--- src/hw/rtl/utsu_pkg.sv ---
// shared types, constants and helper functions for the utf-8 glyph table search unit
// no dependencies; imported by every module of the block
package utsu_pkg;

    localparam int TABLE_DEPTH = 64;
    localparam int IDX_W       = 6;
    localparam int CNT_W       = 7;
    localparam int LEN_W       = 3;
    localparam int DATA_W      = 32;
    localparam int MASK_W      = 64;

    localparam logic [1:0] CMD_LOAD = 2'd0;
    localparam logic [1:0] CMD_READ = 2'd1;
    localparam logic [1:0] CMD_FIND = 2'd2;

    localparam logic [1:0] ST_OK    = 2'd0;
    localparam logic [1:0] ST_MISS  = 2'd1;
    localparam logic [1:0] ST_EMPTY = 2'd2;
    localparam logic [1:0] ST_FULL  = 2'd3;

    // token that walks the cell row for a read or a find
    typedef struct packed {
        logic              vld;
        logic              find;
        logic [DATA_W-1:0] data;
        logic [LEN_W-1:0]  len;
        logic [CNT_W-1:0]  limit;
        logic [CNT_W-1:0]  count;
        logic              any;
        logic [IDX_W-1:0]  pos;
    } t_tok;

    // table write port, broadcast to every cell
    typedef struct packed {
        logic              en;
        logic [IDX_W-1:0]  idx;
        logic [DATA_W-1:0] bytes;
        logic [LEN_W-1:0]  len;
    } t_wr;

    function automatic logic [LEN_W-1:0] lead_len(input logic [7:0] b);
        logic [LEN_W-1:0] l;
        if ((b & 8'h80) == 8'h00) begin
            l = 3'd1;
        end else if ((b & 8'hE0) == 8'hC0) begin
            l = 3'd2;
        end else if ((b & 8'hF0) == 8'hE0) begin
            l = 3'd3;
        end else if ((b & 8'hF8) == 8'hF0) begin
            l = 3'd4;
        end else begin
            l = 3'd1;
        end
        return l;
    endfunction

    function automatic logic [DATA_W-1:0] query_mask(input logic [LEN_W-1:0] len);
        logic [DATA_W-1:0] m;
        case (len)
            3'd1:    m = 32'h0000_00FF;
            3'd2:    m = 32'h0000_FFFF;
            3'd3:    m = 32'h00FF_FFFF;
            default: m = 32'hFFFF_FFFF;
        endcase
        return m;
    endfunction

endpackage

--- src/hw/rtl/utsu_loader.sv ---
// palette string parser: splits bytes into utf-8 characters and writes the table
// depends on utsu_pkg for lead_len, the write port type and status codes
module utsu_loader
    import utsu_pkg::*;
(
    input  logic             i_clk,
    input  logic             i_rst_n,
    input  logic             i_load,
    input  logic [7:0]       i_byte,
    input  logic             i_last,
    output t_wr              o_wr,
    output logic [1:0]       o_status,
    output logic [CNT_W-1:0] o_next_count,
    output logic [CNT_W-1:0] o_count
);

    logic [CNT_W-1:0]  r_count;
    logic [CNT_W-1:0]  n_count;
    logic [23:0]       r_pbytes;
    logic [23:0]       n_pbytes;
    logic [1:0]        r_have;
    logic [1:0]        n_have;
    logic [LEN_W-1:0]  r_need;
    logic [LEN_W-1:0]  n_need;
    logic              r_closed;
    logic              n_closed;
    logic [DATA_W-1:0] value;

    always_comb begin
        n_count  = r_count;
        n_pbytes = r_pbytes;
        n_have   = r_have;
        n_need   = r_need;
        n_closed = r_closed;
        o_wr     = '0;
        o_status = ST_OK;
        value    = '0;
        if (i_load) begin
            // a load after a closed string starts a fresh table
            if (r_closed) begin
                n_count  = '0;
                n_pbytes = '0;
                n_have   = '0;
                n_need   = '0;
            end
            n_closed = 1'b0;
            if (n_have == 2'd0) begin
                n_need   = lead_len(i_byte);
                n_pbytes = '0;
            end
            value = {8'h00, n_pbytes} | ({24'h0, i_byte} << {n_have, 3'b000});
            if (({1'b0, n_have} + 3'd1) >= n_need) begin
                if (n_count < CNT_W'(TABLE_DEPTH)) begin
                    o_wr.en    = 1'b1;
                    o_wr.idx   = n_count[IDX_W-1:0];
                    o_wr.bytes = value;
                    o_wr.len   = n_need;
                    n_count    = n_count + 7'd1;
                end else begin
                    o_status = ST_FULL;
                end
                n_pbytes = '0;
                n_have   = '0;
                n_need   = '0;
            end else begin
                n_pbytes = value[23:0];
                n_have   = n_have + 2'd1;
            end
            // string end drops any partial trailing character
            if (i_last) begin
                n_pbytes = '0;
                n_have   = '0;
                n_need   = '0;
                n_closed = 1'b1;
                if (n_count == '0) begin
                    o_status = ST_EMPTY;
                end
            end
        end
    end

    always_ff @(posedge i_clk) begin
        if (!i_rst_n) begin
            r_count  <= '0;
            r_pbytes <= '0;
            r_have   <= '0;
            r_need   <= '0;
            r_closed <= 1'b1;
        end else begin
            r_count  <= n_count;
            r_pbytes <= n_pbytes;
            r_have   <= n_have;
            r_need   <= n_need;
            r_closed <= n_closed;
        end
    end

    assign o_next_count = n_count;
    assign o_count      = r_count;

endmodule

--- config.mk ---
export PLATFORM = sky130hd
export DESIGN_NAME = utsu_loader
export DESIGN_NICKNAME = d
export VERILOG_FILES = /design/src/hw/rtl/utsu_pkg.sv /design/src/hw/rtl/utsu_loader.sv
export SDC_FILE = /design/constraint.sdc
export NUM_CORES = 1
export LEC_CHECK = 0
export BUFFER_PORTS_ARGS = -buffer_cell sky130_fd_sc_hd__buf_2
export CAP_MARGIN = 20
export CORE_UTILIZATION = 47
export DETAILED_ROUTE_END_ITERATION = 8
export PLACE_DENSITY = 0.77
export SETUP_SLACK_MARGIN = 0.4
export SLEW_MARGIN = 20
export SYNTH_ARGS = -nofsm -noshare
export SYNTH_HDL_FRONTEND = slang
export SYNTH_SLANG_ARGS = --single-unit
export TNS_END_PERCENT = 100
--- constraint.sdc ---
create_clock -name i_clk -period 3 [get_ports i_clk]
set_input_delay 0.6 -clock i_clk [delete_from_list [all_inputs] [get_ports i_clk]]
set_output_delay 0.6 -clock i_clk [all_outputs]
set_load 0.05 [all_outputs]
==> results of run 1 <==
[through the flow]
| stage | util, % | cells | hold WS [ns] | setup TNS [ns] |
|---|---|---|---|---|
| floorplan | - | 297 | 0.4414 | -11.35 |
| global placement | 72.91 | 448 | 0.4568 | -7.132 |
| detailed placement | 72.91 | 448 | 0.4629 | -9.541 |
| CTS | 96.58 | 489 | 0.4724 | -16.06 |
[repair_timing]
item / CTS
pin swaps: 26
endpoints found under the setup margin: 76
gates resized for setup: 180
buffers inserted: 30
gates cloned: 3
[kinds of logic after synthesis]
kind of cell	Yosys count	share of synthesized area (%)
mux	1	0.4202
compound gates	87	27.52
xor+xnor	2	0.7354
fa+ha+maj	7	3.676
flops	37	31.09
buf+inv	35	5.935
simple gates	128	30.62
[cells in the mapped netlist (3+ instances only)]
master / number / area, µm²
a21boi_0: 5 / 37.54
a21oi_1: 6 / 30.03
a22oi_1: 50 / 375.4
and2_1: 12 / 75.07
and3_1: 3 / 18.77
buf_1: 3 / 11.26
buf_2: 5 / 25.02
clkbuf_1: 14 / 52.55
dfxtp_1: 37 / 740.7
ha_1: 7 / 87.58
inv_1: 10 / 37.54
nand2_1: 17 / 63.81
nand3_1: 8 / 40.04
nor2_1: 35 / 131.4
nor2_2: 3 / 18.77
nor2b_1: 28 / 175.2
nor3_1: 6 / 30.03
nor4_1: 5 / 31.28
nor4b_4: 3 / 71.32
o21ai_0: 7 / 35.03
==> impl_metrics.yaml, run 1 <==
synth:
  synth_area_um2: 2382
  synth-async-reset-ratio_pct: 0
  yosysSeqAreaShare_pct: 31.09
  ys_warn_count: 0
  avgSynthCellArea_um2: 8.021
  synth_nets: 316
  yosysUniqueCellTypes: 47
  yosys_register_bits: 37
  synthFlopType: "dfxtp_1"
  synthCells: 297
  synth_edf_count: 0
floorplanning:
  row_count: 25
  die_y_um: 73.20
  initial_core_util_pct: 49.78
  die_x_um: 73.20
  ios: 70
run_status:
  error_line: "[ERROR DPL-0038] Utilization greater than 100%, impossible to legalize"
  stop_stage: "global routing"
  status: "did not finish"
global_routing:
  grt_max_degree: 39
clocking:
  cts-hold-fix-buffers: 0
  cts-root-buf: "clkbuf_8"
  cts_buffers: 5
  clockBufferDepth: 2
  clock_sinks: 37
  cts_max_level: 2
placed_design:
  place.gp.congestion: 0.8654
  io_buffers: 69
  place_area_um2: 3490
  pre_cts_slack_ns: -0.3865
  hpwl_um: 5364
timing:
  crit_endpoint: "o_next_count[5]"
  worstEpCategory: "primary output"
==> inputs of run 2 (changes only) <==
CORE_UTILIZATION = 40   (was 47)
PLACE_DENSITY = not set   (was 0.77)
PLACE_DENSITY_LB_ADDON = 0.15   (was not set)
SETUP_SLACK_MARGIN = not set   (was 0.4)
clock period = 3.9 ns   (was 3 ns; I/O delays follow)
==> run 2 against run 1 <==
Effect of this change: the run now ends clean; synthesized cell count stayed put; synthesized area stayed put.
==> impl_metrics.yaml, run 2 <==
floorplanning:
  die_y_um: 79.18
  ios: 70
  coreArea_um2: 5608
  row_count: 27
  dieArea_um2: 6269
  die_x_um: 79.18
  initial_core_util_pct: 42.48
synth:
  synthMuxAreaShare_pct: 0.4202
  synth_compound_area_share_pct: 27.52
  synth_area_um2: 2382
  synthFlopType: "dfxtp_1"
  ys_warn_count: 0
  synth_top_cells_by_count: "a22oi_1 (50), dfxtp_1 (37), nor2_1 (35)"
  yosysSeqAreaShare_pct: 31.09
  synth_top_family_by_area: "simple AND/OR/NAND/NOR gates"
  synthCells: 297
  synth_nets: 316
  synth_xor_area_share_pct: 0.7353
  yosysTopAreaCellShare_pct: 31.09
  yosys_register_bits: 37
  synth-async-reset-ratio_pct: 0
  avgSynthCellArea_um2: 8.021
  synth_edf_count: 0
  synthTopCellsByArea: "dfxtp_1 (31%), a22oi_1 (16%), nor2b_1 (7.4%), nor2_1 (5.5%), ha_1 (3.7%)"
  yosysUniqueCellTypes: 47
  synth-simple-area-share_pct: 30.62
  synth.most_common_cell: "a22oi_1"
  synthAdderAreaFrac_pct: 3.676
  yosysTopAreaCell: "dfxtp_1"
timing:
  final_max_slew_viol_count: 0
  grt_setup_unrepaired: "false"
  fin_skew_ns: 0.006163
  slew_headroom_pct: 60.75
  finalCritPeriodShare_pct: 96.91
  hold_viol: 0
  tightestPinTransition_ns: 0.5887
  setup_viol: 0
  fin_tns_setup_ns: 0
  period_minus_slack_ns: 3.780
  fin_ws_ns: 0.1204
  max_freq_ghz: 0.2646
routing:
  dr.first_iter.drc_count: 169
  wire_per_inst_um: 16.26
  dr.pass1.iters: 5
  vias_per_cell: 5.695
  drc: 0
  ant_nets: 0
  drt_wl_total_um: 7202
  vias: 2523
setup_path:
  critPathArrivalTime_ns: 3.00
  cp-end-kind: "primary output"
  cpMaxStageDelayCell: "or4b_1"
  crit_fanout: 5
  slowest_delay_ns: 0.54
  cp_num_buf_inv: 1
  critPathRequiredTime_ns: 3.12
  critPathTopFamily: "simple AND/OR/NAND/NOR gates"
  critPathLaunchType: "flop"
  crit_chain: "nand2b_4, ha_4, nor2_4, a22oi_2, ha_1, nand2_1, o21a_1, or4b_1, mux2i_2, o22ai_2, buf_6"
  critPathKind: "flop to primary output"
final_layout:
  fin_nets: 389
  final_cell_mix: "buf_2 (67), a22oi_1 (49), dfxtp_1 (36)"
  diodes: 0
  top_register: "r_pbytes"
  final_common_cell: "buf_2"
  drive_above_1_share_pct: 33.69
  area_delta_synth_final_pct: 30.09
  largest_reg_flops: 24
  final_cells: 443
  fin_util_pct: 55.27
clocking:
  cts-hold-fix-buffers: 0
  clockBufferDepth: 2
  cts-root-buf: "clkbuf_8"
  path_clk_slew_ns: 0.08
  cts_tree: "built"
  clock_sinks: 37
  cts_max_level: 2
  cts_buffers: 5
  worstSkewPairLatency_ns: 0.30
placed_design:
  place.gp.congestion: 0.8756
  io_buffers: 69
  placed_cells: 431
  pre_cts_slack_ns: 0.08764
  hpwl_um: 5057
global_routing:
  grt_pass1_vias: 2260
  grt-ovfl-total: 0
  track_usage_pct: 23.40
  grt_pass1_wl_um: 11560
  antenna_found_initial: 0
  grt_max_degree: 39
pwr:
  p_leak_nw: 1.314
  power_mw: 0.9508
  powerDensity_nw_per_um2: 306.8
  vdd_drop_max_mv: 0.1912
flow_run:
  maxCapViolations: 0
run_status:
  status: "completed"
min_path:
  hp-class: "flop to flop"
==> run 2: cell counts after synthesis <==
Identical to the previous run, type by type.
==> run 2: logic make-up after synthesis <==
kind of cell,Yosys count
AOI/OAI and AO/OA,87
muxes,1
DFF,37
adders and majority gates,7
xor gates and xnor gates,2
buffers and inverters,35
and+or+nand+nor,128
==> run 2: layout make-up <==
type / count / area (µm²)
Sequential cell: 37 / 742.0
Tap cell: 72 / 90.09
Fill cell: 560 / 2509
Clock buffer: 5 / 68.82
Clock inverter: 3 / 68.82
Multi-Input combinational cell: 225 / 1580
Inverter: 12 / 45.04
Timing Repair Buffer: 89 / 504.2
==> run 2: layer usage <==
layer  vias up  part of all wire, %  GRT usage, %
met5         -                    0             0
met4         0                 0.76         6.000
li1       1219                    -             -
met3         6                  8.1         4.253
met1      1193                   46         33.19
met2       105                   45         36.21
==> run 2: power breakdown <==
part | internal (mW) | switching [mW]
sequential | 0.381 | 0.00339
clock | 0.258 | 0.150
combinational | 0.0463 | 0.112
==> run 2: stage by stage <==
| step | cell area (µm²) | hold slack, ns |
|---|---|---|
| 2_1_floorplan | 2400 | 0.4414 |
| 3_3_place_gp | 2859 | 0.4756 |
| 3_5_place_dp | 2859 | 0.4826 |
| 4_1_cts | 3040 | 0.4948 |
| 5_1_grt | 3099 | 0.5265 |
| 6_report | 3099 | 0.5062 |
==> run 2: tightest hold or removal path: stages, from the launching register on <==
cell and delay [ns]:
dfxtp_1 0.33, nand2_1 0.07, a21boi_0 0.06
==> run 2: worst paths after layout <==
path                   from              end  slack [ns]  cells past startpoint
hold reg to reg   r_need[2]        r_need[2]        0.51                      2
setup reg to reg  r_have[1]     r_pbytes[23]        1.08                     12
hold / removal    r_need[2]        r_need[2]        0.51                      2
setup / recovery  r_have[1]  o_next_count[5]        0.12                     11
==> run 2: what timing repair did <==
action | 4_1_cts | 5_1_grt
pin swaps | 0 | 2
gates resized for setup | 10 | 7
endpoints found under the setup margin | 40 | 45
buffers inserted | 0 | 4
Note: power is estimated with default switching activity, not from simulation.
==> inputs of run 3 (changes only) <==
clock period = 4.3 ns   (was 3.9 ns; I/O delays follow)
==> run 3 against run 2 <==
Effect of this change: sequential cell count stayed put; clock-buffer cell count up 1; combinational power is 17% lower; design area is 6.2% lower; global-route usage is 0.25 points lower; cell count decreased by 3.2%; sequential share of layout area increased by 1.7 points; worst setup slack gained 0.056 ns; non-clock buffer count shrank 14; critical path depth unchanged; critical path type unchanged.
==> impl_metrics.yaml, run 3 (same netlist as run 2, synthesis figures left out) <==
clocking:
  clockBufferDepth: 2
  cts-hold-fix-buffers: 0
  clock_sinks: 37
  cts_max_level: 2
  cts_tree: "built"
  cts-root-buf: "clkbuf_8"
  postCtsSetupBuffers: 0
  worstSkewPairLatency_ns: 0.29
  path_clk_slew_ns: 0.08
  cts_buffers: 5
global_routing:
  track_usage_pct: 23.15
  grt-ovfl-total: 0
  antenna_found_initial: 0
  grt_pass1_vias: 2192
  grt_max_degree: 39
  grt_pass1_wl_um: 11360
final_layout:
  final_common_cell: "buf_2"
  top_register: "r_pbytes"
  final.fill_count: 567
  fin_util_pct: 51.85
  final_cells: 429
  drive_above_1_share_pct: 29.97
  area_delta_synth_final_pct: 22.06
  fin_nets: 375
  largest_reg_flops: 24
  diodes: 0
  final_area_um2: 2908
  final_cell_mix: "buf_2 (67), a22oi_1 (48), dfxtp_1 (35)"
timing:
  fin_hold_ws_ns: 0.4943
  fin_skew_ns: 0.006695
  slew_headroom_pct: 62.55
  tightestPinTransition_ns: 0.5618
  final_max_slew_viol_count: 0
  period_minus_slack_ns: 4.124
  max_freq_ghz: 0.2425
  setup_viol: 0
  hold_viol: 0
  finalCritPeriodShare_pct: 95.90
routing:
  dr.pass1.iters: 4
  wire_per_inst_um: 16.24
  vias: 2413
  dr.first_iter.drc_count: 177
  ant_nets: 0
  drt_wl_total_um: 6967
  drc: 0
  vias_per_cell: 5.625
flow_run:
  maxCapViolations: 0
setup_path:
  crit_fanout: 5
  r2r_cells: 13
  critPathKind: "flop to primary output"
  critPathRequiredTime_ns: 3.44
  cpMaxStageDelayCell: "or4b_1"
  cp-end-kind: "primary output"
  crit_chain: "nand2b_1, ha_2, and3_2, a22oi_2, ha_1, nand2_1, o21a_1, or4b_1, mux2i_1, o22ai_1, clkbuf_4"
  slowest_delay_ns: 0.54
  critPathLaunchType: "flop"
  critPathArrivalTime_ns: 3.26
  reg2reg_setup_slack_ns: 1.15
min_path:
  hp-class: "flop to flop"
  whs_path_depth: 2
pwr:
  power.internal_mw: 0.5098
  powerDensity_nw_per_um2: 255.1
  p_seq_share_pct: 47.1
  p_leak_nw: 1.220
  p_comb_share_pct: 17.8
  power.share.clock_pct: 35.1
  p_sw_share_pct: 31.26
  vdd_drop_max_mv: 0.1977
  p_switching_mw: 0.2318
placed_design:
  placed_cells: 421
  hpwl_um: 4776
  place.gp.congestion: 0.8639
  io_buffers: 69
  place_area_um2: 2771
floorplanning:
  die_y_um: 79.18
  ios: 70
  coreArea_um2: 5608
  dieArea_um2: 6269
  initial_core_util_pct: 42.48
  row_count: 27
  die_x_um: 79.18
run_status:
  status: "completed"
## run 3: cell types whose count changed in the layout (fill, tap and decap cells not counted), moves of 2 or more
cell	previous run	this run
clkbuf_4	0	2
bufinv_16	2	0
o22ai_2	2	0
o22ai_1	0	2
buf_4	21	6
## run 3: final timing paths
check	endpoint	from
max reg2reg	r_pbytes[14]	r_have[0]
max	o_next_count[5]	r_closed
min	r_need[0]	r_need[0]
min reg2reg	r_need[0]	r_need[0]
## run 3: layout make-up
type	count	area, µm²	area share (%)
Clock buffer	6	82.58	2.840
Clock inverter	2	13.76	0.4733
Timing Repair Buffer	75	395.4	13.60
Tap cell	72	90.09	3.098
Sequential cell	37	745.7	25.65
Inverter	12	45.04	1.549
Multi-Input combinational cell	225	1535	52.80
## run 3: layer usage
metal	share of wire [%]	routed length (µm)	track usage, %	up-vias
met5	0	0	0	-
met4	1.1	76	6.545	0
met3	5.7	395	4.138	6
met2	45	3153	35.26	81
met1	48	3341	33.08	1136
li1	-	-	-	1190
## run 3: per-stage QoR
step	TNS, ns	total power, mW	setup WS (ns)
6_report	0	0.7417	0.1764
5_1_grt	-0.009067	0.7757	-0.009067
4_1_cts	0	0.7489	0.001995
3_5_place_dp	0	0.4874	0.2600
3_3_place_gp	0	0.4878	0.2603
2_1_floorplan	-0.2912	0.4519	-0.09707
## run 3: power groups by stage
stage | Clock [mW] | Sequential [mW] | Combinational, mW
floorplan | 0 | 0.360 | 0.0922
global placement | 0 | 0.357 | 0.131
detailed placement | 0 | 0.357 | 0.130
CTS | 0.269 | 0.349 | 0.131
global route | 0.284 | 0.350 | 0.142
finish | 0.260 | 0.350 | 0.132
## run 3: timing repair
action                     4_1_cts  5_1_grt
setup endpoints to repair        3       46
resized for setup                1       12
gates cloned                     0        0
## run 3: critical path, delay by kind of cell, from the launching register on
family | cells | cell delay (ns)
AND/OR/NAND/NOR | 4 | 1.09
adder cells (fa/ha/maj) | 2 | 0.60
AO/OA/AOI/OAI | 3 | 0.44
flip-flops | 1 | 0.41
buffers and inverters | 1 | 0.22
multiplexers | 1 | 0.21
==> inputs of run 4 (changes only) <==
CELL_PAD_IN_SITES_DETAIL_PLACEMENT = 0   (was not set)
CELL_PAD_IN_SITES_GLOBAL_PLACEMENT = 1   (was not set)
CORE_UTILIZATION = 37   (was 40)
GPL_ROUTABILITY_DRIVEN = 0   (was not set)
==> run 4 against run 3 <==
Effect of this change: register-to-register slack gained 0.06 ns; die area increased by 7.9%; first-iteration DRC count increased by 44%; clock-buffer cell count unchanged; critical path depth up 2; maximum frequency is 0.54% lower; critical endpoint is now o_status[1]; largest power group unchanged; sequential power hardly changed; utilization down 3.8 points.
==> impl_metrics.yaml, run 4 (same netlist as run 2, synthesis figures left out) <==
run_status:
  status: "completed"
setup_path:
  critPathKind: "flop to primary output"
  cp-end-kind: "primary output"
  slowest_delay_ns: 0.41
  cpMaxStageDelayCell: "dfxtp_1"
  crit_fanout: 10
  critPathLaunchType: "flop"
  critPathRequiredTime_ns: 3.44
  critPathArrivalTime_ns: 3.29
  crit_chain: "nor2b_4, inv_1, ha_2, and3_1, a22oi_1, ha_1, nand2_1, o21ai_4, buf_4, a211oi_1, or3_1, o31ai_2, clkbuf_4"
  cp_num_buf_inv: 3
  critPathTopFamily: "simple AND/OR/NAND/NOR gates"
final_layout:
  top_register: "r_pbytes"
  final_cell_mix: "buf_2 (67), a22oi_1 (49), dfxtp_1 (36)"
  final_common_cell: "buf_2"
  diodes: 0
  drive_above_1_share_pct: 29.09
  fin_nets: 379
  largest_reg_flops: 24
  area_delta_synth_final_pct: 22.27
  final_area_um2: 2913
  fin_util_pct: 48.06
clocking:
  cts_tree: "built"
  clockBufferDepth: 2
  postCtsSetupBuffers: 0
  worstSkewPairLatency_ns: 0.28
  cts_max_level: 2
  cts_resized: 0
  cts_buffers: 5
  cts-root-buf: "clkbuf_8"
  path_clk_slew_ns: 0.07
  cts-hold-fix-buffers: 0
  clock_sinks: 37
pwr:
  vdd_drop_max_mv: 0.1238
  powerDensity_nw_per_um2: 246.9
  p_switching_mw: 0.2248
  power.internal_mw: 0.4944
  p_leak_nw: 1.230
  p_comb_share_pct: 18.8
  power_mw: 0.7193
  p_seq_share_pct: 48.6
  p_sw_share_pct: 31.26
  power.share.clock_pct: 32.6
routing:
  vias: 2420
  drt_wl_total_um: 7215
  dr.first_iter.drc_count: 255
  drc: 0
  ant_nets: 0
  dr.pass1.iters: 4
  wire_per_inst_um: 16.55
  vias_per_cell: 5.550
floorplanning:
  die_y_um: 82.24
  dieArea_um2: 6763
  die_x_um: 82.24
  row_count: 28
  initial_core_util_pct: 39.31
  coreArea_um2: 6061
  ios: 70
global_routing:
  antenna_found_initial: 0
  track_usage_pct: 21.91
  grt_pass1_wl_um: 11160
  grt_pass1_vias: 2121
  grt-ovfl-total: 0
  grt_max_degree: 39
timing:
  slew_headroom_pct: 59.04
  finalCritPeriodShare_pct: 96.42
  final_max_slew_viol_count: 0
  max_freq_ghz: 0.2412
  fin_tns_setup_ns: 0
  period_minus_slack_ns: 4.146
  fin_skew_ns: 0.003162
  tightestPinTransition_ns: 0.6144
  fin_hold_ws_ns: 0.4869
  hold_viol: 0
  setup_viol: 0
  grt_setup_unrepaired: "false"
min_path:
  hp-class: "flop to flop"
placed_design:
  io_buffers: 69
  hpwl_um: 5039
  place_area_um2: 2805
flow_run:
  maxCapViolations: 0
==> run 4: worst reg2reg max path, delay by kind of cell, from the launching register on <==
kind,cells,cell delay [ns]
simple gates,4,0.79
buf+inv,3,0.61
fa+ha+maj,2,0.52
compound gates,4,0.69
flops,1,0.41
==> run 4: final cells by class <==
cell class / instances / area [µm²]
clock buffers: 6 / 72.57
clock inverters: 2 / 10.01
fillers: 636 / 3148
inverters: 12 / 45.04
multi-input cells: 225 / 1521
flip-flops and latches: 37 / 744.5
well taps: 75 / 93.84
repair buffers: 79 / 425.4
==> run 4: worst paths after layout <==
path | start | cells past startpoint | to | slack, ns
max | r_have[0] | 13 | o_status[1] | 0.15
min | r_need[0] | 2 | r_need[0] | 0.49
max reg2reg | r_have[0] | 13 | r_pbytes[4] | 1.21
min reg2reg | r_need[0] | 2 | r_need[0] | 0.49
==> run 4: power by group through the flow <==
stage | clock network, mW | registers (mW) | logic, mW
after floorplan | 0 | 0.360 | 0.0922
after global placement | 0 | 0.357 | 0.134
after detailed placement | 0 | 0.357 | 0.134
after CTS | 0.244 | 0.349 | 0.134
after global routing | 0.259 | 0.350 | 0.144
final | 0.235 | 0.350 | 0.135
==> run 4: stage by stage <==
stage	std cells	worst slack (ns)
floorplan	297	-0.09707
global placement	428	0.2849
detailed placement	428	0.2891
CTS	436	0.02464
global route	436	0.003102
finish	436	0.1540
==> run 4: metal layers <==
layer  global-route usage [%]  up-vias  wire length, µm
met5                        0        -                0
met4                    3.684        0               28
met3                    3.626        2              400
met2                    31.57       83             3155
met1                    33.91     1140             3631
li1                         -     1195                -
