## src/hw/rtl/utsu_pkg.sv

```systemverilog
// shared types, constants and helper functions for the utf-8 glyph table search unit
// no dependencies; imported by every module of the block
package utsu_pkg;

    localparam int TABLE_DEPTH = 64;
    localparam int IDX_W       = 6;
    localparam int CNT_W       = 7;
    localparam int LEN_W       = 3;
    localparam int DATA_W      = 32;
    localparam int MASK_W      = 64;

    localparam logic [1:0] CMD_LOAD = 2'd0;
    localparam logic [1:0] CMD_READ = 2'd1;
    localparam logic [1:0] CMD_FIND = 2'd2;

    localparam logic [1:0] ST_OK    = 2'd0;
    localparam logic [1:0] ST_MISS  = 2'd1;
    localparam logic [1:0] ST_EMPTY = 2'd2;
    localparam logic [1:0] ST_FULL  = 2'd3;

    // token that walks the cell row for a read or a find
    typedef struct packed {
        logic              vld;
        logic              find;
        logic [DATA_W-1:0] data;
        logic [LEN_W-1:0]  len;
        logic [CNT_W-1:0]  limit;
        logic [CNT_W-1:0]  count;
        logic              any;
        logic [IDX_W-1:0]  pos;
    } t_tok;

    // table write port, broadcast to every cell
    typedef struct packed {
        logic              en;
        logic [IDX_W-1:0]  idx;
        logic [DATA_W-1:0] bytes;
        logic [LEN_W-1:0]  len;
    } t_wr;

    function automatic logic [LEN_W-1:0] lead_len(input logic [7:0] b);
        logic [LEN_W-1:0] l;
        if ((b & 8'h80) == 8'h00) begin
            l = 3'd1;
        end else if ((b & 8'hE0) == 8'hC0) begin
            l = 3'd2;
        end else if ((b & 8'hF0) == 8'hE0) begin
            l = 3'd3;
        end else if ((b & 8'hF8) == 8'hF0) begin
            l = 3'd4;
        end else begin
            l = 3'd1;
        end
        return l;
    endfunction

    function automatic logic [DATA_W-1:0] query_mask(input logic [LEN_W-1:0] len);
        logic [DATA_W-1:0] m;
        case (len)
            3'd1:    m = 32'h0000_00FF;
            3'd2:    m = 32'h0000_FFFF;
            3'd3:    m = 32'h00FF_FFFF;
            default: m = 32'hFFFF_FFFF;
        endcase
        return m;
    endfunction

endpackage

```

## src/hw/rtl/utsu_cell.sv

```systemverilog
// one table entry plus one stage of the search chain
// depends on utsu_pkg for the token and write port types and for query_mask
module utsu_cell
    import utsu_pkg::*;
(
    input  logic             i_clk,
    input  logic             i_rst_n,
    input  logic [IDX_W-1:0] i_cell_idx,
    input  logic [CNT_W-1:0] i_count,
    input  t_wr              i_wr,
    input  logic             i_clr,
    input  t_tok             i_tok,
    output t_tok             o_tok,
    output logic             o_hit
);

    logic [DATA_W-1:0] r_bytes;
    logic [LEN_W-1:0]  r_len;
    t_tok              r_tok;
    t_tok              n_tok;
    logic              r_hit;
    logic              n_hit;
    logic              live;
    logic              same;

    assign live = {1'b0, i_cell_idx} < i_count;
    assign same = (r_len == i_tok.len) &&
                  ((r_bytes & query_mask(i_tok.len)) == i_tok.data);

    always_comb begin
        n_tok = i_tok;
        n_hit = r_hit;
        if (i_tok.vld && live) begin
            if (i_tok.find) begin
                if (same) begin
                    if (!i_tok.any) begin
                        n_tok.any = 1'b1;
                        n_tok.pos = i_cell_idx;
                    end
                    if (i_tok.count < i_tok.limit) begin
                        n_tok.count = i_tok.count + 7'd1;
                        n_hit       = 1'b1;
                    end
                end
            end else if (i_tok.pos == i_cell_idx) begin
                n_tok.any  = 1'b1;
                n_tok.data = r_bytes;
                n_tok.len  = r_len;
            end
        end
        if (i_clr) begin
            n_hit = 1'b0;
        end
    end

    always_ff @(posedge i_clk) begin
        if (i_wr.en && (i_wr.idx == i_cell_idx)) begin
            r_bytes <= i_wr.bytes;
            r_len   <= i_wr.len;
        end
    end

    always_ff @(posedge i_clk) begin
        if (!i_rst_n) begin
            r_tok.vld <= 1'b0;
            r_hit     <= 1'b0;
        end else begin
            r_tok <= n_tok;
            r_hit <= n_hit;
        end
    end

    assign o_tok = r_tok;
    assign o_hit = r_hit;

endmodule

```

## config.mk

```make
export PLATFORM = sky130hd
export DESIGN_NAME = utsu_cell
export DESIGN_NICKNAME = d
export VERILOG_FILES = /design/src/hw/rtl/utsu_pkg.sv /design/src/hw/rtl/utsu_cell.sv
export SDC_FILE = /design/constraint.sdc
export NUM_CORES = 1
export LEC_CHECK = 0
export BUFFER_PORTS_ARGS = -buffer_cell sky130_fd_sc_hd__buf_2
export CORE_MARGIN = 4
export CORE_UTILIZATION = 53
export DETAILED_ROUTE_END_ITERATION = 16
export GPL_TIMING_DRIVEN = 0
export PLACE_DENSITY_LB_ADDON = 0.08
export RECOVER_POWER = 25
export SLEW_MARGIN = 20
export SYNTH_ARGS = -nofsm -noshare
export SYNTH_HDL_FRONTEND = slang
export SYNTH_SLANG_ARGS = --single-unit
```

## constraint.sdc

```tcl
create_clock -name i_clk -period 16.4 [get_ports i_clk]
set_input_delay 3.28 -clock i_clk [delete_from_list [all_inputs] [get_ports i_clk]]
set_output_delay 3.28 -clock i_clk [all_outputs]
set_load 0.01 [all_outputs]
```

Word level (Yosys, flattened, before mapping) --
Index checks and enable logic that the tools add are counted.
Cells by class: add/sub/neg operators 1, eq/ne operators 7, bitwise gates (word level) 2, mux-type cells 12, divide/modulo/power cells 0, reduce and logical (&&, ||, !) cells 5, magnitude comparators 2, multiply operators 0, shift-type cells 0
Operator list (count):
- 35-bit two-way mux | 3
- 32-bit one-hot mux with 3 select lines | 1
- 32-bit AND | 1
- 32-bit equality test | 1
- 14-bit two-way mux | 2
- 7-bit two-way mux | 2
- 6-bit equality test | 2
- 6-bit two-way mux | 2
- 7-bit by 1-bit adder with 7-bit output (second input constant) | 1
- 6-bit by 7-bit < comparator with 1-bit output | 1
- 7-bit < comparator | 1
- 3-bit by 2-bit equality test with 1-bit output (second input constant) | 2
- 4-bit AND reduction | 1
- 3-bit by 1-bit equality test with 1-bit output (second input constant) | 1
- 3-bit equality test | 1
- 1-bit logical AND | 3
- 1-bit two-way mux | 2
- 2-bit OR reduction | 1
- 1-bit inverter | 1
Storage, ports and cells: ROM bits 0, logic and storage cells 40, flip-flop bits (word level) 94, latch bits 0, memories kept 0, RAM bits 0

Logic depth before layout (Yosys ltp) --
Gate-level depths: netlist (run 1).
depth after elaboration 8, depth in mapped cells 11, gate-level depth less buffers 9

Worst setup path after synthesis (run 1) --
OpenSTA, ideal clock, no wires.
kind input -> register, start point input i_cell_idx[4], end point register r_bytes[0], enable pin, setup slack 8.997 ns, data arrival time 6.889 ns, stages on the path 2, required time 15.885 ns, buffers on the path 0, path through xor2_1 -> nor4_1
On the way: longest elaborated chain between the ends 2
RTL lines:
- start, declared | line utsu_cell.sv:8 | input logic [IDX_W-1:0] i_cell_idx,
- 6-bit equality test | line utsu_cell.sv:57 | if (i_wr.en && (i_wr.idx == i_cell_idx)) begin
- 1-bit logical AND | line utsu_cell.sv:57
- end signal, assigned | line utsu_cell.sv:58 | r_bytes <= i_wr.bytes;
- end, declared | line utsu_cell.sv:17 | logic [DATA_W-1:0] r_bytes;
Every way passes these cells. A chain may end at the register's enable or synchronous reset.

==> impl_metrics.tcl, run 1 <==
set metrics [dict create \
    status "finished with violations" \
    violations "capacitance limit, slew limit" \
    gp_congestion 0.779 \
    swShare_pct 23.6 \
    seq_power_share_pct 58.2 \
    h-tree-depth 3 \
    grt_overflow 0 \
    critPathLaunch "i_cell_idx[2]" \
    drt_first_pass_iters 4 \
    vdd.ir_drop.worst_v 0.0000589 \
    clk_pin_slew_worst_paths_ns 0.08 \
    worst_slack_ns 10.31 \
    synth_cells 328 \
    synthFlopType "edfxtp_1" \
    hpwl_um 8230 \
    final_cell_mix "168 x buf_2, 92 x edfxtp_1, 32 x mux2_2, 26 x inv_1, 22 x xnor2_1" \
    hold_path.class "flip-flop to flip-flop" \
    io-pin-count 175 \
    cts_tree "yes" \
    place_inst 610 \
    drt_iter0_markers 154 \
    seq_area_frac_synth_pct 60.5 \
    nNetsFinal 644 \
    ant_nets 0 \
    grt_pass1_wl_um 16300 \
    syn_to_final_growth_pct 25.7 \
    fin_cells 626 \
    drive_gt1_share_pct 45.3 \
    synth_top_area_share_pct 59.6 \
    r2r-start "r_len[1]" \
    ctsHoldBuffers 0 \
    rrSetupSlack_ns 13.28 \
    vias 3321 \
    die_h_um 101 \
    hold_viol 0 \
    critPathMaxFanout 8 \
    cp-end-kind "flip-flop" \
    clock_sinks 94 \
    ctsResizeCount 0 \
    fin_skew_ns 0.00841 \
    power_density_nw_per_um2 83.0 \
    dieArea_um2 10300 \
    wl_um 10600 \
    place_ws_ns 9.93 \
    syn_nets 456 \
    crit_type "primary input to flip-flop" \
    via_per_inst 5.31 \
    p_comb_share_pct 13.7 \
    switchingPower_mw 0.114 \
    fin_crit_sh_pct 37.1 \
    antenna_cells 0 \
    reg2reg_to "o_tok[4]" \
    cap_violations 1 \
    drc_errors 0 \
    p_clk_share_pct 28.1 \
    crit_arrival_ns 6.20 \
    syn-cell-area_um2 4630 \
    cts_buffer_depth 2 \
    post_synth_num_cell_types 56 \
    relSlewSlack_pct -124 \
    clock_insertion_delay_worst_skew_ns 0.36 \
    tightestPinTransition_ns 3.35 \
    worst_setup_path_start_kind "primary input" \
    power_mw 0.483 \
    crit_end "o_tok[4]" \
    syn_area_per_cell_um2 14.1 \
    setup_tns_ns 0 \
    portBuffers 171 \
    synth_edf_count 92 \
    cp.required_ns 16.51 \
    synth.area.top_cells "edfxtp_1 60%, mux2_2 7.8%, xnor2_1 4.2%" \
    min_period_ns 6.09 \
    grt_usage_pct 21.0 \
    wl_per_cell_um 16.9 \
    num_rows 33 \
    ys_ff_latch 94 \
    rsz0062_at_grt "no" \
    r2r_cells 9 \
    final_common_cell "buf_2" \
    post-cts-setup-buffer-count 0 \
    antenna_found_initial 0 \
    internal_power_mw 0.369 \
    core_um2 8340 \
    start_util_pct 55.6 \
    grt_pass1_vias 3402 \
    leakage_nw 2.40 \
    max_freq_ghz 0.164 \
    drv_slew 60 \
    grt_max_degree 60 \
    yosysTopAreaCell "edfxtp_1" \
    yosysWarnings 0 \
    cts_buffers 9 \
    setup_viol 0 \
    cts-root-buf "clkbuf_8" \
    chipWidth_um 101 \
    async_flop_share_pct 0 \
]
==> cells by family after synthesis <==
| kind of cell | share of synthesized area, % |
|---|---|
| flops | 60.5 |
| simple gates | 8.67 |
| compound gates | 7.16 |
| mux | 9.97 |
| xor+xnor | 6.97 |
| buf+inv | 3.51 |
| fa+ha+maj | 3.24 |
==> cell type report <==
cell class / count / area, µm²
plain buffers: 10 / 65.1
clock buffers: 14 / 153
clock inverters: 2 / 10.0
fillers: 639 / 2520
inverters: 26 / 97.6
multi-input cells: 198 / 1670
flip-flops and latches: 94 / 2800
well taps: 105 / 131
repair buffers: 177 / 888
==> per-stage QoR <==
step | hold WS [ns] | cell area [µm²] | util [%]
2_1_floorplan | 0.465 | 4630 | -
3_3_place_gp | 0.426 | 5620 | 67.4
3_5_place_dp | 0.440 | 5670 | 68.0
4_1_cts | 0.451 | 5830 | 69.9
5_1_grt | 0.478 | 5820 | 69.8
6_report | 0.445 | 5820 | 69.8
==> worst min path at each step <==
| stage | from | to | cells after the start |
|---|---|---|---|
| after floorplan | o_hit | o_hit | 2 |
| after global placement | o_hit | o_hit | 2 |
| after detailed placement | o_hit | o_hit | 2 |
| after CTS | o_hit | o_hit | 2 |
| after global routing | o_hit | o_hit | 2 |
| final | o_hit | o_hit | 2 |
==> registers in the layout, indices dropped and copies added, names as in the netlist <==
register  count
o_tok        58
r_bytes      32
r_len         3
o_hit         1
==> cell usage after synthesis, types with 2 or more instances <==
master	number
a21o_1	2
a21oi_1	4
a31oi_1	4
buf_1	3
buf_6	3
clkbuf_1	2
dfxtp_1	2
edfxtp_1	92
ha_1	12
inv_1	26
mux2_2	32
mux2_4	6
nand2_1	15
nand2b_1	5
nand3_1	4
nand4_1	7
nor2_1	6
nor2b_1	7
nor3_1	5
nor4_1	6
nor4bb_1	3
o21ai_0	10
o221ai_1	3
o22ai_1	2
o2bb2ai_1	2
or4_1	2
xnor2_1	22
xor2_1	13
==> critical path, stage by stage <==
cell and delay (ns):
buf_2 0.13, ha_1 0.31, a21oi_1 0.13, o21ai_0 0.10
a31oi_1 0.19, o311ai_0 0.26, or4_1 0.63, buf_2 0.20
or4_4 0.52, buf_6 0.16, mux2_4 0.29
==> metal layers <==
metal / GRT usage (%) / routed length [µm]
met1: 23.9 / 3960
met2: 37.1 / 5380
met3: 5.37 / 988
met4: 9.30 / 261
met5: 0 / 0
==> power by group through the flow <==
stage	Clock [mW]	Sequential, mW	Combinational (mW)
2_1_floorplan	0	0.293	0.0233
3_3_place_gp	0	0.286	0.0648
3_5_place_dp	0	0.286	0.0673
4_1_cts	0.137	0.281	0.0676
5_1_grt	0.149	0.282	0.0736
6_report	0.136	0.281	0.0664
(Power assumes the default switching activity.)
==> inputs of run 2 (changes only) <==
--- a/config.mk
+++ b/config.mk
@@ -5,9 +5,10 @@
 export SDC_FILE = /design/constraint.sdc
 export NUM_CORES = 1
 export LEC_CHECK = 0
+export ABC_AREA = 1
 export BUFFER_PORTS_ARGS = -buffer_cell sky130_fd_sc_hd__buf_2
 export CORE_MARGIN = 4
-export CORE_UTILIZATION = 53
+export CORE_UTILIZATION = 50
 export DETAILED_ROUTE_END_ITERATION = 16
 export GPL_TIMING_DRIVEN = 0
 export PLACE_DENSITY_LB_ADDON = 0.08
==> constraint.sdc (replaced) <==
create_clock -name i_clk -period 5.87 [get_ports i_clk]
set_input_delay 1.174 -clock i_clk [delete_from_list [all_inputs] [get_ports i_clk]]
set_output_delay 1.174 -clock i_clk [all_outputs]
set_load 0.01 [all_outputs]
==> run 2 against run 1 <==
Net effect:
- the flow still finishes with violations (capacitance limit, slew limit)
- first-iteration DRC count down 1.3%
- cell count up 27%
- clock skew up 0.0021 ns
- via count up 17%
- hold slack better by 0.073 ns
- clock power rose to 3.2 times the previous value
==> impl_metrics.tcl, run 2 <==
set metrics [dict create \
    max_freq_ghz 0.276 \
    final_common_cell "buf_2" \
    seq_area_frac_synth_pct 58.9 \
    core_um2 9240 \
    chipWidth_um 106 \
    vdd.ir_drop.worst_v 0.000143 \
    antenna_found_initial 0 \
    cts_buffer_depth 2 \
    critPathMaxFanout 59 \
    min-delay-start "o_hit" \
    synthFlopType "edfxtp_1" \
    grt_overflow 0 \
    clock_insertion_delay_worst_skew_ns 0.36 \
    critPathBufInv 1 \
    ctsResizeCount 0 \
    drt_iter0_markers 152 \
    crit_arrival_ns 3.53 \
    cts_tree "yes" \
    hold_viol 0 \
    cp-end-kind "flip-flop" \
    yosysTopAreaCell "edfxtp_1" \
    final_cell_mix "171 x buf_2, 140 x nand2_1, 92 x edfxtp_1, 68 x inv_1, 31 x nor2_1" \
    place_inst 782 \
    antenna_cells 0 \
    cts-root-buf "clkbuf_8" \
    crit_slowest_cell "clkbuf_1" \
    place_ws_ns 2.32 \
    portBuffers 174 \
    grt_pass1_wl_um 17400 \
    drv_slew 60 \
    violations "capacitance limit, slew limit" \
    yosysWarnings 0 \
    status "finished with violations" \
    drc_errors 0 \
    rrSetupSlack_ns 3.70 \
    critPathTopFamily "buffers and inverters" \
    relSlewSlack_pct -122 \
    tightestPinTransition_ns 3.34 \
    fin_crit_sh_pct 61.8 \
    wl_um 11100 \
    setup_viol 0 \
    worst_slack_ns 2.24 \
    setup_tns_ns 0 \
    min_period_ns 3.63 \
    hold_depth 4 \
    fillers 800 \
    power_density_nw_per_um2 235 \
    grt_max_degree 60 \
    synth_edf_count 92 \
    post_synth_num_cell_types 30 \
    synth.area.top_cells "edfxtp_1 58%, nand2_1 11%, inv_1 5.4%" \
    switchingPower_mw 0.357 \
    num_rows 35 \
    clk_pin_slew_worst_paths_ns 0.10 \
    path_cells "clkbuf_1" \
    min_to "o_hit" \
    rsz0062_at_grt "no" \
    cts_buffers 9 \
    internal_power_mw 1.06 \
    p_comb_share_pct 13.6 \
    p_clk_share_pct 30.9 \
    grt_pass1_vias 3720 \
    syn_nets 601 \
    reg2reg_to "o_tok[10]" \
    clock_sinks 94 \
    r2r_cells 12 \
    synth_cells 473 \
    syn_area_per_cell_um2 10.1 \
    h-tree-depth 3 \
    swShare_pct 25.2 \
    nNetsFinal 792 \
    seq_power_share_pct 55.5 \
    dieArea_um2 11100 \
    hpwl_um 8620 \
    fin_skew_ns 0.0105 \
    holdWs_ns 0.517 \
    ys_ff_latch 94 \
    cap_violations 1 \
    crit_type "primary input to flip-flop" \
    ctsHoldBuffers 0 \
    via_per_inst 4.85 \
    drt_first_pass_iters 5 \
    fin_cells 798 \
    yosysMostFrequentCell "nand2_1" \
    hold_path.class "flip-flop to flip-flop" \
    wl_per_cell_um 13.9 \
    die_h_um 106 \
    start_util_pct 51.5 \
    syn_to_final_growth_pct 26.6 \
    grt_usage_pct 20.0 \
    worst_setup_path_start_kind "primary input" \
    cp_slowest_stage_delay_ns 2.31 \
    ant_nets 0 \
    syn-cell-area_um2 4760 \
    r2r-start "r_bytes[6]" \
    cp.required_ns 5.77 \
    final_core_util_pct 65.2 \
    post-cts-setup-buffer-count 0 \
    synth_top_area_share_pct 58.1 \
    yosys-top-cells-count "140 x nand2_1, 92 x edfxtp_1, 68 x inv_1" \
    vias 3874 \
    async_flop_share_pct 0 \
    leakage_nw 2.88 \
    drive_gt1_share_pct 33.5 \
    largest_register_ffs 58 \
    io-pin-count 175 \
    gp_congestion 0.797 \
]
run 2: cell types whose count changed in the layout (fill, tap and decap cells not counted), moves of 10 or more:
cell      delta
nand2_1    +125
inv_1       +42
nor2_1      +25
xnor2_1     -19
o21ai_0     +12
mux2_2      -10
nand3b_1    +10
run 2: cell families after synthesis:
family	synth area share, %
DFF	58.9
AOI/OAI and AO/OA	5.03
buffers and inverters	6.47
adders and majority gates	3.16
xor gates and xnor gates	1.66
and+or+nand+nor	19.5
muxes	5.21
run 2: cell type report:
type	instances	area [µm²]	share of cell area [%]
plain buffers	9	48.8	0.810
clock buffers	9	124	2.06
clock inverters	7	72.6	1.21
inverters	69	259	4.30
multi-input cells	301	1650	27.4
flip-flops and latches	94	2800	46.6
well taps	129	161	2.68
repair buffers	180	901	15.0
run 2: how the worst max path moves through the flow:
stage	end	depth (start not counted)	start	slack (ns)
after CTS	o_tok[25]	10	i_cell_idx[2]	2.72
after global placement	r_bytes[24]	6	i_cell_idx[5]	-1.71
after global routing	o_tok[52]	1	i_rst_n	1.96
after floorplan	r_bytes[0]	6	i_cell_idx[2]	0.40
after detailed placement	o_tok[25]	10	i_cell_idx[2]	2.32
final	o_tok[52]	1	i_rst_n	2.24
run 2: metal layers:
metal / GRT usage, % / vias to the layer above / share of wire (%)
met5: 0 / - / 0
met4: 6.85 / 0 / 1.4
met3: 4.29 / 13 / 6.7
met2: 34.9 / 132 / 51
met1: 24.7 / 1767 / 40
li1: - / 1962 / -
run 2: power by group through the flow:
stage | clock network [mW] | registers [mW] | logic [mW]
floorplan | 0 | 0.817 | 0.0740
global placement | 0 | 0.799 | 0.189
detailed placement | 0 | 0.799 | 0.195
CTS | 0.445 | 0.784 | 0.196
global route | 0.476 | 0.789 | 0.217
finish | 0.438 | 0.785 | 0.193
run 2: metrics by stage:
stage	total power, mW	instance area [µm²]
CTS	1.42	6030
global route	1.48	6020
global placement	0.988	5790
finish	1.42	6020
floorplan	0.891	4760
detailed placement	0.994	5830
==> inputs of run 3 (changes only) <==
--- a/config.mk
+++ b/config.mk
@@ -8,7 +8,7 @@
 export ABC_AREA = 1
 export BUFFER_PORTS_ARGS = -buffer_cell sky130_fd_sc_hd__buf_2
 export CORE_MARGIN = 4
-export CORE_UTILIZATION = 50
+export CORE_UTILIZATION = 45
 export DETAILED_ROUTE_END_ITERATION = 16
 export GPL_TIMING_DRIVEN = 0
 export PLACE_DENSITY_LB_ADDON = 0.08
==> constraint.sdc (replaced) <==
create_clock -name i_clk -period 2.9 [get_ports i_clk]
set_input_delay 0.58 -clock i_clk [delete_from_list [all_inputs] [get_ports i_clk]]
set_output_delay 0.58 -clock i_clk [all_outputs]
set_load 0.01 [all_outputs]
==> run 3 against run 2 <==
Net effect:
- the flow still finishes with violations (capacitance limit, slew limit)
- hold slack lost 0.15 ns
- total power is 100% higher
- global-route usage shrank 1.7 points
- register-to-register slack got worse by 3.0 ns
- sequential power up 100%
- first-iteration DRC count fell by 25%
- die area up 10%
- clock power rose by 96%
- via count shrank 0.54%
- combinational power up 100%
- critical endpoint is now o_tok[30]
==> impl_metrics.tcl, run 3 (synthesized netlist as in run 2, its figures left out) <==
set metrics [dict create \
    status "finished with violations" \
    violations "capacitance limit, slew limit" \
    fin_crit_sh_pct 87.8 \
    power_density_nw_per_um2 471 \
    drive_gt1_share_pct 33.0 \
    start_util_pct 46.1 \
    via_per_inst 4.80 \
    tightestPinTransition_ns 1.58 \
    drv_slew 60 \
    syn_to_final_growth_pct 26.8 \
    ctsHoldBuffers 0 \
    wl_um 11400 \
    min_period_ns 2.55 \
    relSlewSlack_pct -5.10 \
    dieArea_um2 12300 \
    ant_nets 0 \
    crit_type "primary input to flip-flop" \
    clock_sinks 94 \
    max_freq_ghz 0.393 \
    final_common_cell "buf_2" \
    final_cell_mix "168 x buf_2, 140 x nand2_1, 92 x edfxtp_1, 68 x inv_1, 31 x nor2_1" \
    drt_iter0_markers 114 \
    grt_pass1_vias 3765 \
    holdWs_ns 0.371 \
    grt_overflow 0 \
    cp-end-kind "flip-flop" \
    cp.required_ns 3.00 \
    worst_slack_ns 0.353 \
    design_area_um2 6030 \
    largest_register_ffs 58 \
    critPathMaxFanout 10 \
    grt_pass1_wl_um 17900 \
    drt_first_pass_iters 4 \
    fin_skew_ns 0.0144 \
    place_area_um2 5840 \
    cts_tree "yes" \
    hold_viol 0 \
    h-tree-depth 3 \
    setup_tns_ns 0 \
    hold_path.class "primary input to flip-flop" \
    antenna_found_initial 1 \
    leakage_nw 2.87 \
    fin_cells 803 \
    worst_setup_path_start_kind "primary input" \
    clock_insertion_delay_worst_skew_ns 0.36 \
    r2r_cells 12 \
    fillers 961 \
    place_ws_ns -0.0838 \
    cts_buffers 9 \
    core_um2 10300 \
    wl_per_cell_um 14.2 \
    grt_usage_pct 18.3 \
    vdd.ir_drop.worst_v 0.000237 \
    cts-root-buf "clkbuf_8" \
    post-cts-setup-buffer-count 0 \
    vias 3853 \
    grt_max_degree 60 \
    clk_pin_slew_worst_paths_ns 0.10 \
    chipWidth_um 111 \
    nNetsFinal 789 \
    drc_errors 0 \
    portBuffers 174 \
    cap_violations 1 \
    ctsResizeCount 0 \
    place_inst 786 \
    die_h_um 111 \
    hold_depth 2 \
    gp_congestion 0.824 \
    setup_viol 0 \
    crit_arrival_ns 2.64 \
    num_rows 37 \
    hpwl_um 8840 \
    cts_buffer_depth 2 \
    rsz0062_at_grt "no" \
    io-pin-count 175 \
]
-- run 3: changes by cell type in the layout (fill, tap and decap cells not counted), moves of 2 or more --
cell,change
buf_2,-3
buf_4,-2
buf_6,+2
inv_6,-2
-- run 3: layer usage --
layer / wire, µm / share of wire [%] / track usage, % / vias up
met5: 0 / 0 / 0 / -
met4: 230 / 2.0 / 6.98 / 0
met1: 4650 / 41 / 21.4 / 1745
li1: - / - / - / 1966
met2: 5680 / 50 / 32.2 / 124
met3: 807 / 7.1 / 4.80 / 18
-- run 3: area by class of cell --
type / count / area (µm²) / share of cell area (%)
multi-input cells: 301 / 1660 / 27.5
well taps: 136 / 170 / 2.82
diodes: 1 / 2.50 / 0.0415
repair buffers: 177 / 895 / 14.8
flip-flops and latches: 94 / 2800 / 46.5
clock buffers: 10 / 128 / 2.12
clock inverters: 6 / 62.6 / 1.04
plain buffers: 9 / 48.8 / 0.809
inverters: 69 / 259 / 4.30
-- run 3: per-stage QoR --
stage	util, %	power (mW)
3_5_place_dp	56.6	2.02
4_1_cts	58.5	2.88
5_1_grt	58.4	2.97
3_3_place_gp	56.3	2.00
2_1_floorplan	-	1.81
6_report	58.4	2.84
-- run 3: power by group --
part           total, mW  switching (mW)  leakage [nW]  internal (mW)
combinational      0.392           0.221          1.89          0.171
clock              0.858           0.462        0.0899          0.397
sequential          1.59          0.0200         0.890           1.57
-- run 3: worst max-delay path: stages --
cell	delay [ns]
buf_2	0.12
ha_1	0.29
nand3_1	0.08
nand2_1	0.08
nand4_1	0.08
o2111a_1	0.17
nand2_1	0.15
clkbuf_1	0.50
clkbuf_1	0.42
o21ai_0	0.17
-- run 3: worst paths after layout --
kind                               startpoint   endpoint  slack [ns]
worst max-delay path            i_cell_idx[2]  o_tok[30]        0.35
worst min register to register          o_hit      o_hit        0.52
worst min-delay path                    i_clr      o_hit        0.37
worst max register to register     r_bytes[3]  o_tok[10]        0.72
